File: src/hw/rtl/resp_request_parser_top_defines.svh
// Assertion macros for the request parser RTL.
// Used by resp_request_parser_top; expects clk and rst_n in scope.
`ifndef RESP_REQUEST_PARSER_TOP_DEFINES_SVH
`define RESP_REQUEST_PARSER_TOP_DEFINES_SVH

`ifndef SYNTHESIS
// Antecedent implies consequent in the same cycle.
`define RRP_ASSERT_NOW(lbl, ante, cons) \
  lbl: assert property (@(posedge clk) disable iff (!rst_n) (ante) |-> (cons)) \
    else $error("rrp: assertion failed");
// Antecedent implies consequent in the next cycle.
`define RRP_ASSERT_NEXT(lbl, ante, cons) \
  lbl: assert property (@(posedge clk) disable iff (!rst_n) (ante) |=> (cons)) \
    else $error("rrp: assertion failed");
`else
`define RRP_ASSERT_NOW(lbl, ante, cons)
`define RRP_ASSERT_NEXT(lbl, ante, cons)
`endif

`endif

File: src/hw/rtl/rrp_pkg.sv
// Shared types and constants for the request parser.
// No dependencies.
`default_nettype none

package rrp_pkg;

  localparam int LEN_BITS_DEF = 16;
  localparam int ACC_W        = 17;
  localparam int CNT_W        = 16;
  localparam int CFG_W        = 16;
  localparam int CFG_IDX_W    = 1;

  localparam logic [ACC_W-1:0] ACC_MAX = 17'h1FFFF;
  localparam logic [CFG_W-1:0] CFG_RESET_VAL = 16'd1024;

  localparam logic [CFG_IDX_W-1:0] CFG_MAX_LINE_LEN = 1'b0;
  localparam logic [CFG_IDX_W-1:0] CFG_MAX_ELEMENTS = 1'b1;

  localparam logic [7:0] CH_STAR   = 8'h2A;
  localparam logic [7:0] CH_DOLLAR = 8'h24;
  localparam logic [7:0] CH_MINUS  = 8'h2D;
  localparam logic [7:0] CH_CR     = 8'h0D;
  localparam logic [7:0] CH_LF     = 8'h0A;

  localparam logic [2:0] EV_DATA  = 3'd0;
  localparam logic [2:0] EV_DONE  = 3'd1;
  localparam logic [2:0] EV_NULL  = 3'd2;
  localparam logic [2:0] EV_EMPTY = 3'd3;
  localparam logic [2:0] EV_ERROR = 3'd4;

  localparam logic [2:0] ERR_ARRAY_HDR = 3'd0;
  localparam logic [2:0] ERR_BULK_HDR  = 3'd1;
  localparam logic [2:0] ERR_NEG_SIZE  = 3'd2;
  localparam logic [2:0] ERR_MISMATCH  = 3'd3;
  localparam logic [2:0] ERR_TOO_LONG  = 3'd4;
  localparam logic [2:0] ERR_TOO_MANY  = 3'd5;

  typedef enum logic [3:0] {
    PH_ARR_MARK  = 4'd0,
    PH_ARR_NUM   = 4'd1,
    PH_ARR_LF    = 4'd2,
    PH_BULK_MARK = 4'd3,
    PH_BULK_NUM  = 4'd4,
    PH_BULK_LF   = 4'd5,
    PH_DATA      = 4'd6,
    PH_DATA_CR   = 4'd7,
    PH_DATA_LF   = 4'd8,
    PH_DISCARD   = 4'd9
  } phase_t;

  typedef struct packed {
    phase_t           phase;
    logic [ACC_W-1:0] accum;
    logic             minus_seen;
    logic [CNT_W-1:0] elements_left;
    logic [CNT_W-1:0] cur_idx;
    logic [CNT_W-1:0] line_length;
    logic             prev_cr;
  } st_t;

  typedef struct packed {
    logic             valid;
    logic [2:0]       event_res;
    logic [7:0]       data_byte;
    logic [CNT_W-1:0] element_index;
    logic             last_of_request;
    logic [2:0]       error_code;
  } res_t;

endpackage

`default_nettype wire

File: src/hw/rtl/rrp_step.sv
// Parser step: next state and optional result for one received byte.
// Depends on rrp_pkg.
`default_nettype none

module rrp_step #(
  parameter int LEN_BITS = rrp_pkg::LEN_BITS_DEF
) (
  input  rrp_pkg::st_t                 st_i,
  input  logic [LEN_BITS-1:0]          bytes_left_i,
  input  logic [7:0]                   byte_i,
  input  logic [rrp_pkg::CFG_W-1:0]    max_line_len_i,
  input  logic [rrp_pkg::CFG_W-1:0]    max_elements_i,
  output rrp_pkg::st_t                 st_o,
  output logic [LEN_BITS-1:0]          bytes_left_o,
  output rrp_pkg::res_t                res_o
);

  localparam int CMP_W = (LEN_BITS > rrp_pkg::ACC_W) ? LEN_BITS : rrp_pkg::ACC_W;
  localparam logic [LEN_BITS-1:0] LEN_ONES = {LEN_BITS{1'b1}};

  logic                       is_digit;
  logic                       crlf;
  logic [rrp_pkg::CNT_W-1:0]  ll_inc;
  logic [rrp_pkg::CNT_W-1:0]  bulk_min;
  logic [20:0]                acc_mul;
  logic [rrp_pkg::ACC_W-1:0]  acc_sat;
  logic [CMP_W-1:0]           acc_ext;
  logic [CMP_W-1:0]           len_max_ext;
  logic [LEN_BITS-1:0]        bl_dec;
  logic                       fail;
  logic [2:0]                 fail_code;
  logic                       fin;
  logic [2:0]                 fin_ev;
  logic                       fin_last;

  assign is_digit = (byte_i >= 8'h30) && (byte_i <= 8'h39);
  assign crlf     = (byte_i == rrp_pkg::CH_LF) && st_i.prev_cr;
  assign ll_inc   = st_i.line_length + 16'd1;
  assign bulk_min = 16'd3 + {15'd0, st_i.minus_seen};

  // accum * 10 + digit, saturated
  assign acc_mul = ({4'd0, st_i.accum} << 3) + ({4'd0, st_i.accum} << 1)
                 + {17'd0, byte_i[3:0]};
  assign acc_sat = (acc_mul > {4'd0, rrp_pkg::ACC_MAX}) ? rrp_pkg::ACC_MAX
                                                         : acc_mul[rrp_pkg::ACC_W-1:0];

  assign acc_ext     = CMP_W'(st_i.accum);
  assign len_max_ext = CMP_W'(LEN_ONES);
  assign bl_dec      = bytes_left_i - LEN_BITS'(1);
  assign fin_last    = (st_i.elements_left <= 16'd1);

  always_comb begin
    st_o         = st_i;
    bytes_left_o = bytes_left_i;
    res_o        = '0;
    fail         = 1'b0;
    fail_code    = rrp_pkg::ERR_ARRAY_HDR;
    fin          = 1'b0;
    fin_ev       = rrp_pkg::EV_DONE;

    st_o.prev_cr = (byte_i == rrp_pkg::CH_CR);

    if (st_i.phase == rrp_pkg::PH_DISCARD) begin
      // drop bytes until CR LF closes the bad line
      if (crlf) begin
        st_o.phase         = rrp_pkg::PH_ARR_MARK;
        st_o.line_length   = '0;
        st_o.cur_idx       = '0;
        st_o.elements_left = '0;
      end
    end else if (st_i.line_length >= max_line_len_i) begin
      fail      = 1'b1;
      fail_code = rrp_pkg::ERR_TOO_LONG;
    end else begin
      st_o.line_length = ll_inc;
      unique case (st_i.phase)
        rrp_pkg::PH_ARR_MARK: begin
          if (byte_i != rrp_pkg::CH_STAR) begin
            fail = 1'b1;
          end else begin
            st_o.accum = '0;
            st_o.phase = rrp_pkg::PH_ARR_NUM;
          end
        end
        rrp_pkg::PH_ARR_NUM: begin
          if (is_digit) begin
            st_o.accum = acc_sat;
          end else if (byte_i == rrp_pkg::CH_CR && ll_inc >= 16'd3) begin
            st_o.phase = rrp_pkg::PH_ARR_LF;
          end else begin
            fail = 1'b1;
          end
        end
        rrp_pkg::PH_ARR_LF: begin
          if (byte_i != rrp_pkg::CH_LF) begin
            fail = 1'b1;
          end else if (st_i.accum > {1'b0, max_elements_i}) begin
            fail      = 1'b1;
            fail_code = rrp_pkg::ERR_TOO_MANY;
          end else if (st_i.accum == '0) begin
            st_o.phase               = rrp_pkg::PH_ARR_MARK;
            st_o.line_length         = '0;
            st_o.cur_idx             = '0;
            st_o.elements_left       = '0;
            res_o.valid              = 1'b1;
            res_o.event_res          = rrp_pkg::EV_EMPTY;
            res_o.last_of_request    = 1'b1;
          end else begin
            st_o.elements_left = st_i.accum[rrp_pkg::CNT_W-1:0];
            st_o.cur_idx       = '0;
            st_o.line_length   = '0;
            st_o.phase         = rrp_pkg::PH_BULK_MARK;
          end
        end
        rrp_pkg::PH_BULK_MARK: begin
          if (byte_i != rrp_pkg::CH_DOLLAR) begin
            fail      = 1'b1;
            fail_code = rrp_pkg::ERR_BULK_HDR;
          end else begin
            st_o.accum      = '0;
            st_o.minus_seen = 1'b0;
            st_o.phase      = rrp_pkg::PH_BULK_NUM;
          end
        end
        rrp_pkg::PH_BULK_NUM: begin
          if (byte_i == rrp_pkg::CH_MINUS && ll_inc == 16'd2) begin
            st_o.minus_seen = 1'b1;
          end else if (is_digit) begin
            st_o.accum = acc_sat;
          end else if (byte_i == rrp_pkg::CH_CR && ll_inc >= bulk_min) begin
            st_o.phase = rrp_pkg::PH_BULK_LF;
          end else begin
            fail      = 1'b1;
            fail_code = rrp_pkg::ERR_BULK_HDR;
          end
        end
        rrp_pkg::PH_BULK_LF: begin
          if (byte_i != rrp_pkg::CH_LF) begin
            fail      = 1'b1;
            fail_code = rrp_pkg::ERR_BULK_HDR;
          end else if (st_i.minus_seen && st_i.accum == 17'd1) begin
            fin    = 1'b1;
            fin_ev = rrp_pkg::EV_NULL;
          end else if (st_i.minus_seen && st_i.accum > 17'd1) begin
            fail      = 1'b1;
            fail_code = rrp_pkg::ERR_NEG_SIZE;
          end else if (acc_ext > len_max_ext) begin
            fail      = 1'b1;
            fail_code = rrp_pkg::ERR_TOO_LONG;
          end else begin
            bytes_left_o     = acc_ext[LEN_BITS-1:0];
            st_o.line_length = '0;
            st_o.phase       = (acc_ext == '0) ? rrp_pkg::PH_DATA_CR : rrp_pkg::PH_DATA;
          end
        end
        rrp_pkg::PH_DATA: begin
          if (crlf) begin
            fail      = 1'b1;
            fail_code = rrp_pkg::ERR_MISMATCH;
          end else begin
            bytes_left_o          = bl_dec;
            if (bl_dec == '0) begin
              st_o.phase = rrp_pkg::PH_DATA_CR;
            end
            res_o.valid           = 1'b1;
            res_o.event_res       = rrp_pkg::EV_DATA;
            res_o.data_byte       = byte_i;
            res_o.element_index   = st_i.cur_idx;
          end
        end
        rrp_pkg::PH_DATA_CR: begin
          if (byte_i != rrp_pkg::CH_CR) begin
            fail      = 1'b1;
            fail_code = rrp_pkg::ERR_MISMATCH;
          end else begin
            st_o.phase = rrp_pkg::PH_DATA_LF;
          end
        end
        rrp_pkg::PH_DATA_LF: begin
          if (byte_i != rrp_pkg::CH_LF) begin
            fail      = 1'b1;
            fail_code = rrp_pkg::ERR_MISMATCH;
          end else begin
            fin = 1'b1;
          end
        end
        default: begin
          st_o.phase = rrp_pkg::PH_DISCARD;
        end
      endcase
    end

    if (fail) begin
      res_o.valid         = 1'b1;
      res_o.event_res     = rrp_pkg::EV_ERROR;
      res_o.element_index = st_i.cur_idx;
      res_o.error_code    = fail_code;
      if (crlf) begin
        st_o.phase         = rrp_pkg::PH_ARR_MARK;
        st_o.line_length   = '0;
        st_o.cur_idx       = '0;
        st_o.elements_left = '0;
      end else begin
        st_o.phase = rrp_pkg::PH_DISCARD;
      end
    end

    if (fin) begin
      res_o.valid           = 1'b1;
      res_o.event_res       = fin_ev;
      res_o.element_index   = st_i.cur_idx;
      res_o.last_of_request = fin_last;
      if (fin_last) begin
        st_o.phase         = rrp_pkg::PH_ARR_MARK;
        st_o.line_length   = '0;
        st_o.cur_idx       = '0;
        st_o.elements_left = '0;
      end else begin
        st_o.elements_left = st_i.elements_left - 16'd1;
        st_o.cur_idx       = st_i.cur_idx + 16'd1;
        st_o.line_length   = '0;
        st_o.phase         = rrp_pkg::PH_BULK_MARK;
      end
    end
  end

endmodule

`default_nettype wire

File: src/hw/rtl/resp_request_parser_top.sv
// Request stream parser, top level: input register, parser state, result register.
// Depends on rrp_pkg, rrp_step and resp_request_parser_top_defines.svh.
//
// Takes one byte per clock and sustains that rate indefinitely while the
// result side keeps up. A byte's result enters the result register when the
// parser step fires on the byte held in the input register; the parser step,
// whose whole per-byte update (header checks, decimal accumulate, counters)
// sits between the input register and the result register, is combinational.
// At most one result per byte; bytes that produce none never occupy the
// result register. A stalled result holds the parser; the input stalls
// once the input register is also full. No clearing pass after reset.
// Configuration writes are registered and must only be issued while the
// parser holds no bytes in flight.
`default_nettype none

`include "resp_request_parser_top_defines.svh"

module resp_request_parser_top #(
  parameter int LEN_BITS = rrp_pkg::LEN_BITS_DEF
) (
  input  logic                              clk,
  input  logic                              rst_n,
  input  logic                              in_valid,
  output logic                              in_stall,
  input  logic [7:0]                        in_byte,
  output logic                              out_valid,
  input  logic                              out_stall,
  output logic [2:0]                        out_event_res,
  output logic [7:0]                        out_data_byte,
  output logic [rrp_pkg::CNT_W-1:0]         out_element_index,
  output logic                              out_last_of_request,
  output logic [2:0]                        out_error_code,
  input  logic                              cfg_we,
  input  logic [rrp_pkg::CFG_IDX_W-1:0]     cfg_index,
  input  logic [rrp_pkg::CFG_W-1:0]         cfg_wdata
);

  logic                       in_valid_r;
  logic [7:0]                 in_byte_r;
  logic [rrp_pkg::CFG_W-1:0]  max_line_len_r;
  logic [rrp_pkg::CFG_W-1:0]  max_elements_r;
  rrp_pkg::st_t               st_r;
  rrp_pkg::st_t               st_nxt;
  logic [LEN_BITS-1:0]        bytes_left_r;
  logic [LEN_BITS-1:0]        bytes_left_nxt;
  rrp_pkg::res_t              res;
  rrp_pkg::res_t              out_r;
  logic                       fire;
  logic                       in_xfer;

  // parser advances only when the result register can take a result
  assign fire     = in_valid_r && (!out_r.valid || !out_stall);
  assign in_stall = in_valid_r && !fire;
  assign in_xfer  = in_valid && !in_stall;

  rrp_step #(
    .LEN_BITS (LEN_BITS)
  ) u_step (
    .st_i           (st_r),
    .bytes_left_i   (bytes_left_r),
    .byte_i         (in_byte_r),
    .max_line_len_i (max_line_len_r),
    .max_elements_i (max_elements_r),
    .st_o           (st_nxt),
    .bytes_left_o   (bytes_left_nxt),
    .res_o          (res)
  );

  always_ff @(posedge clk) begin
    if (!rst_n) begin
      max_line_len_r <= rrp_pkg::CFG_RESET_VAL;
      max_elements_r <= rrp_pkg::CFG_RESET_VAL;
    end else if (cfg_we) begin
      unique case (cfg_index)
        rrp_pkg::CFG_MAX_LINE_LEN: max_line_len_r <= cfg_wdata;
        rrp_pkg::CFG_MAX_ELEMENTS: max_elements_r <= cfg_wdata;
        default: ;
      endcase
    end
  end

  always_ff @(posedge clk) begin
    if (!rst_n) begin
      in_valid_r <= 1'b0;
    end else if (in_xfer) begin
      in_valid_r <= 1'b1;
    end else if (fire) begin
      in_valid_r <= 1'b0;
    end
  end

  always_ff @(posedge clk) begin
    if (in_xfer) begin
      in_byte_r <= in_byte;
    end
  end

  always_ff @(posedge clk) begin
    if (!rst_n) begin
      st_r.phase         <= rrp_pkg::PH_ARR_MARK;
      st_r.accum         <= '0;
      st_r.minus_seen    <= 1'b0;
      st_r.elements_left <= '0;
      st_r.cur_idx       <= '0;
      st_r.line_length   <= '0;
      st_r.prev_cr       <= 1'b0;
      bytes_left_r       <= '0;
    end else if (fire) begin
      st_r         <= st_nxt;
      bytes_left_r <= bytes_left_nxt;
    end
  end

  always_ff @(posedge clk) begin
    if (!rst_n) begin
      out_r.valid <= 1'b0;
    end else if (fire && res.valid) begin
      out_r.valid <= 1'b1;
    end else if (!out_stall) begin
      out_r.valid <= 1'b0;
    end
    if (fire && res.valid) begin
      out_r.event_res       <= res.event_res;
      out_r.data_byte       <= res.data_byte;
      out_r.element_index   <= res.element_index;
      out_r.last_of_request <= res.last_of_request;
      out_r.error_code      <= res.error_code;
    end
  end

  assign out_valid           = out_r.valid;
  assign out_event_res       = out_r.event_res;
  assign out_data_byte       = out_r.data_byte;
  assign out_element_index   = out_r.element_index;
  assign out_last_of_request = out_r.last_of_request;
  assign out_error_code      = out_r.error_code;

  `RRP_ASSERT_NOW(a_no_result_overwrite, out_r.valid && out_stall, !fire)
  `RRP_ASSERT_NOW(a_discard_silent, fire && st_r.phase == rrp_pkg::PH_DISCARD, !res.valid)
  `RRP_ASSERT_NEXT(a_transfer_held, in_xfer, in_valid_r)
  `RRP_ASSERT_NOW(a_data_clean, out_r.valid && out_r.event_res == rrp_pkg::EV_DATA,
                  !out_r.last_of_request && out_r.error_code == rrp_pkg::ERR_ARRAY_HDR)

endmodule

`default_nettype wire

File: config.mk
export PLATFORM = sky130hd
export DESIGN_NAME = resp_request_parser_top
export DESIGN_NICKNAME = d
export VERILOG_FILES = /design/src/hw/rtl/rrp_pkg.sv /design/src/hw/rtl/rrp_step.sv /design/src/hw/rtl/resp_request_parser_top.sv
export VERILOG_INCLUDE_DIRS = /design/src /design/src/hw/rtl
export SDC_FILE = /design/constraint.sdc
export NUM_CORES = 1
export LEC_CHECK = 0
export BUFFER_PORTS_ARGS = -buffer_cell sky130_fd_sc_hd__buf_2
export CAP_MARGIN = 20
export CORE_AREA = 2 2 170 172
export DETAILED_ROUTE_END_ITERATION = 10
export DIE_AREA = 0 0 172 174
export PLACE_DENSITY = 0.68
export RECOVER_POWER = 50
export SYNTH_ARGS = -nofsm -noshare
export SYNTH_HDL_FRONTEND = slang
export SYNTH_HIERARCHICAL = 1
export SYNTH_SLANG_ARGS = --single-unit
File: constraint.sdc
create_clock -name clk -period 13.71 [get_ports clk]
set_input_delay 2.742 -clock clk [delete_from_list [all_inputs] [get_ports clk]]
set_output_delay 2.742 -clock clk [all_outputs]
set_load 0.01 [all_outputs]
==> Word level (Yosys, flattened, before mapping) <==
Cells that the tools add are included.
{ "op_classes": {"n_mul": 0, "order_cmp": 10, "n_div": 0, "shift": 0, "muxes": 117, "n_reduce_logical": 32, "n_bitwise": 5, "eq_ne": 47, "add_sub_neg": 7} }
{ "op_table": {"columns": ["op", "n"], "rows": [
  ["48-bit two-way mux", 9],
  ["16-bit two-way mux", 10],
  ["4-bit two-way mux", 23],
  ["70-bit two-way mux", 1],
  ["17-bit one-hot mux with 4 select lines", 1],
  ["16-bit one-hot mux with 2 select lines", 2],
  ["29-bit two-way mux", 2],
  ["17-bit two-way mux", 3],
  ["5-bit by 2-bit inequality test with 1-bit output, second input constant", 10],
  ["21-bit two-way mux", 2],
  ["1-bit two-way mux", 36],
  ["3-bit two-way mux", 12],
  ["4-bit one-hot mux with 9 select lines", 1],
  ["16-bit by 1-bit adder with 16-bit output, second input constant", 2],
  ["16-bit greater-or-equal comparator", 2],
  ["32-bit two-way mux", 1],
  ["16-bit by 1-bit subtractor with 16-bit output, second input constant", 2],
  ["28-bit two-way mux", 1],
  ["24-bit two-way mux", 1],
  ["22-bit two-way mux", 1],
  ["20-bit by 18-bit adder with 21-bit output", 1],
  ["21-bit by 4-bit adder with 21-bit output", 1],
  ["21-bit by 17-bit > comparator with 1-bit output, second input constant", 1],
  ["3-bit one-hot mux with 7 select lines", 1],
  ["other kinds (44)", 92]
]} }
{ "word_totals": {"elab_cells": 237, "reg_bits": 160, "out_inout_bits": 33, "latch_bits": 0, "inputBits": 30, "rom_bits": 0, "n_memories": 0, "ram_bits": 0} }

==> Depth between registers and ports, before layout <==
{ "logic_depth": {"word_depth": 13, "depth_mapped": 17, "mapped_depth_nobuf": 15} }

==> Modules after synthesis <==
The synthesis kept the hierarchy.
{ "modules_own_cells": {"columns": ["mod", "cells_each", "seq_area_each_um2", "n_inst", "area_per_inst_um2"], "rows": [
  ["resp_request_parser_top", 578, 3593.4, 1, 6140.9],
  ["rrp_step", 962, 0.0, 1, 6032.0]
]} }

==> Worst setup path after synthesis <==
OpenSTA, ideal clock, no wires.
{ "synth_path": {"path_type": "input to output", "from": "input port out_stall", "to": "output port in_stall", "required_time_ns": 10.968, "setup_slack_ns": 8.006, "cell_stages": 1, "arrival_ns": 2.962, "cell_sequence": "and3_1"} }
{ "synth_between": {"elab_chain_len": 5} }
{ "synth_lines": {"columns": ["element", "line_no", "text"], "rows": [
  ["start: declaration", "resp_request_parser_top.sv:27", "input logic out_stall,"],
  ["1-bit logical NOT", null, null],
  ["1-bit logical OR", "resp_request_parser_top.sv:52", "assign fire = in_valid_r && (!out_r.valid || !out_stall);"],
  ["1-bit logical AND", "resp_request_parser_top.sv:52", null],
  ["1-bit logical NOT", "resp_request_parser_top.sv:53", "assign in_stall = in_valid_r && !fire;"],
  ["1-bit logical AND", "resp_request_parser_top.sv:53", null],
  ["end: declaration", "resp_request_parser_top.sv:24", "output logic in_stall,"]
]} }
Every way passes these cells.

==> reports/qor.txt <==
Vias in the first global route - 10,386
Area contributors post-synth - dfxtp_1 (20%), edfxtp_1 (9.6%), ha_1 (7.8%), nand2_1 (7.4%), o21ai_0 (4.6%)
Register area share after synthesis - 29.5%
Status - finished with violations
Worst Skew - 0.0156 ns
Commonest non-fill, non-tap cell in the layout - nand2_1
Global route total overflow - 0
Ports - 63
Clock Tree Root - clkbuf_16
Flops & latches, synth - 160
Worst-path clk slew - 0.07 ns
H-tree lvl count - 4
Achievable frequency - 0.130 GHz
DIE WIDTH - 172 um
GPL Wtd Cong - 0.941
Initial Util - 43.1%
Setup CP Type - primary input to flip-flop
Via count - 11,374
# clock sinks - 160
Syn avg cell area - 7.90 um2
Residual DRC - 0
PortBufs - 62
Layout cell share with drive strength beyond 1 - 12.8%
Final Max Slew Viols - 119
Synth Net Count - 1,648
Yosys top cell by area - dfxtp_1
Register-to-Register Path Depth - 11
Post-CTS Setup Repair Bufs - 0
Nets - 1,639
Hold Slack - 0.458 ns
Tmin final - 7.70 ns
Setup_tns - 0 ns
# Max-Cap Violations - 2
Post-synth EDFFs - 39
Row count - 62
Hold path endpoint - max_elements_r[6]$_SDFFE_PN0P_
CTS buffer count - 17
Yosys warns - 6
Critical Path Source Type - primary input
Via/cell ratio - 5.90
Total die area - 0.0299 mm2
Flop-to-flop setup slack - 7.65 ns
Post-route ant nets - 0
Hold path cells - 2
R2R Path Start - st_r[3]$_SDFFE_PN0P_
Fillers - 2,817
Crit. End Element - flip-flop
Worst Max-Slew Pin Slew - 5.10 ns
Hold_buf cts - 0
Final period util - 56.1%
Mapped Area - 0.0122 mm2
Syn Inst Count - 1,540
CTS tree - done
PD cells - 81.9 mW/mm2
Final wirelength - 33,700 um
CORE AREA - 0.0282 mm2
Die Ht - 174 um
Clk Latency, worst-skew pair - 0.44 ns
Slew HR - -240%
Endpoints failing setup - 0
GRT Overall Usage - 22.3%
Top-area cell type share of the netlist area - 19.9%
Max FO, Critical Path - 112
WL/cell - 17.5 um
Worst path required time - 14.06 ns
Hold path startpoint - max_elements_r[6]$_SDFFE_PN0P_
Clock Path Buffers - 2
Pleak - 4.96 nW
HP Class - flip-flop to flip-flop
Starting DRT DRC Count - 1,137
Arrival time at the worst endpoint - 8.05 ns
Synth unique cells - 86
RSZ-0062 raised after global routing - no
Largest net degree at the start of global routing - 175
Diode count - 0
Synth-to-Final Area Change - 7.39%
Post-synth ARST share - 0%
Peak VDD IR - 0.0709 mV
Design Power - 1.07 mW
Final hold viol count - 0
Primary FF master, synth - dfxtp_1
Failing checks - capacitance limit, slew limit
First-pass GRT wire length - 54,100 um
Hpwl dp - 22,700 um
Initial antenna violation count - 0
Most frequent cells in the layout - nand2_1 (241), dfxtp_1 (121), o21ai_0 (115), nor2_1 (83), ha_1 (76)
PostCTS Resize Cnt - 0
First drt pass iteration count - 6
R2r endpoint - out_error_code[1]$_DFFE_PP_
==> per-stage QoR <==
step,setup slack (ns),util [%],cell area (um2),instances
global placement,7.72,44.4,12500,1892
CTS,7.71,46.4,13100,1926
detailed placement,7.71,44.4,12500,1894
finish,6.01,46.3,13100,1928
floorplan,8.01,-,12200,1540
global route,5.53,46.3,13100,1928
==> report_power, final <==
part | internal (mW) | total [mW] | switching [mW]
registers | 0.494 | 0.505 | 0.0102
clock network | 0.253 | 0.465 | 0.212
logic | 0.0296 | 0.101 | 0.0714
==> routing by layer <==
metal / global-route usage [%] / vias to the layer above / wire length (um)
met3: 4.74 / 67 / 2220
met5: 0 / - / 0
met2: 34.3 / 385 / 14800
met1: 30.9 / 5344 / 15800
met4: 7.95 / 0 / 970
li1: - / 5578 / -
==> worst max path at each step <==
stage / slack (ns) / startpoint / end
detailed placement: 7.71 / out_stall / in_stall
floorplan: 8.01 / out_stall / in_stall
CTS: 7.71 / out_stall / in_stall
global route: 5.53 / rst_n / st_r[3]$_SDFFE_PN0P_
finish: 6.01 / rst_n / st_r[68]$_SDFFE_PN0P_
global placement: 7.72 / out_stall / in_stall
==> critical path, cell delays in order <==
cell and delay, ns:
clkbuf_1 3.49, clkbuf_1 1.11, buf_16 0.39, nand2_1 0.08, o21ai_0 0.17
==> synth_stat cells, types with 17 or more instances <==
master and instances:
a21oi_1 74, o21ai_0 112, nand2_1 241, buf_2 28
o221ai_1 19, nor4_1 20, nand3_1 62, xor2_1 17
and3_1 30, nor3_1 34, ha_1 76, o21ai_2 53
inv_1 69, a21o_1 24, a21boi_0 32, dfxtp_1 121
and2_1 24, clkbuf_1 57, nand3_2 53, nor2_1 83
nand4_1 17, edfxtp_1 39
==> sequential cells by signal (all words and copies together) (netlist names) <==
name and flops:
in_byte_r 8, out_data_byte 8, bytes_left_r 16, max_line_len_r 16, in_valid_r 1, st_r 71, max_elements_r 16, out_last_of_request 1
out_error_code 3, out_event_res 3, out_element_index 16, out_valid 1
==> cell type report <==
class / instances / area [um2] / share of cell area, %
Tap cell: 384 / 480 / 3.68
Timing Repair Buffer: 79 / 440 / 3.37
Clock inverter: 14 / 134 / 1.02
Sequential cell: 160 / 3590 / 27.5
Clock buffer: 18 / 429 / 3.28
Inverter: 70 / 263 / 2.01
Multi-Input combinational cell: 1203 / 7730 / 59.2
==> cell families (layout without fill, tap and decap cells) <==
| group | Yosys count | after routing | share of synthesized area (%) |
|---|---|---|---|
| XOR/XNOR | 32 | 32 | 2.30 |
| AO/OA/AOI/OAI | 441 | 441 | 24.5 |
| AND/OR/NAND/NOR | 650 | 650 | 28.4 |
| buffers and inverters | 177 | 181 | 6.89 |
| multiplexers | 2 | 2 | 0.185 |
| flip-flops | 160 | 160 | 29.5 |
| adder cells (fa/ha/maj) | 78 | 78 | 8.14 |
No activity file was read; power rests on OpenSTA's default activity.
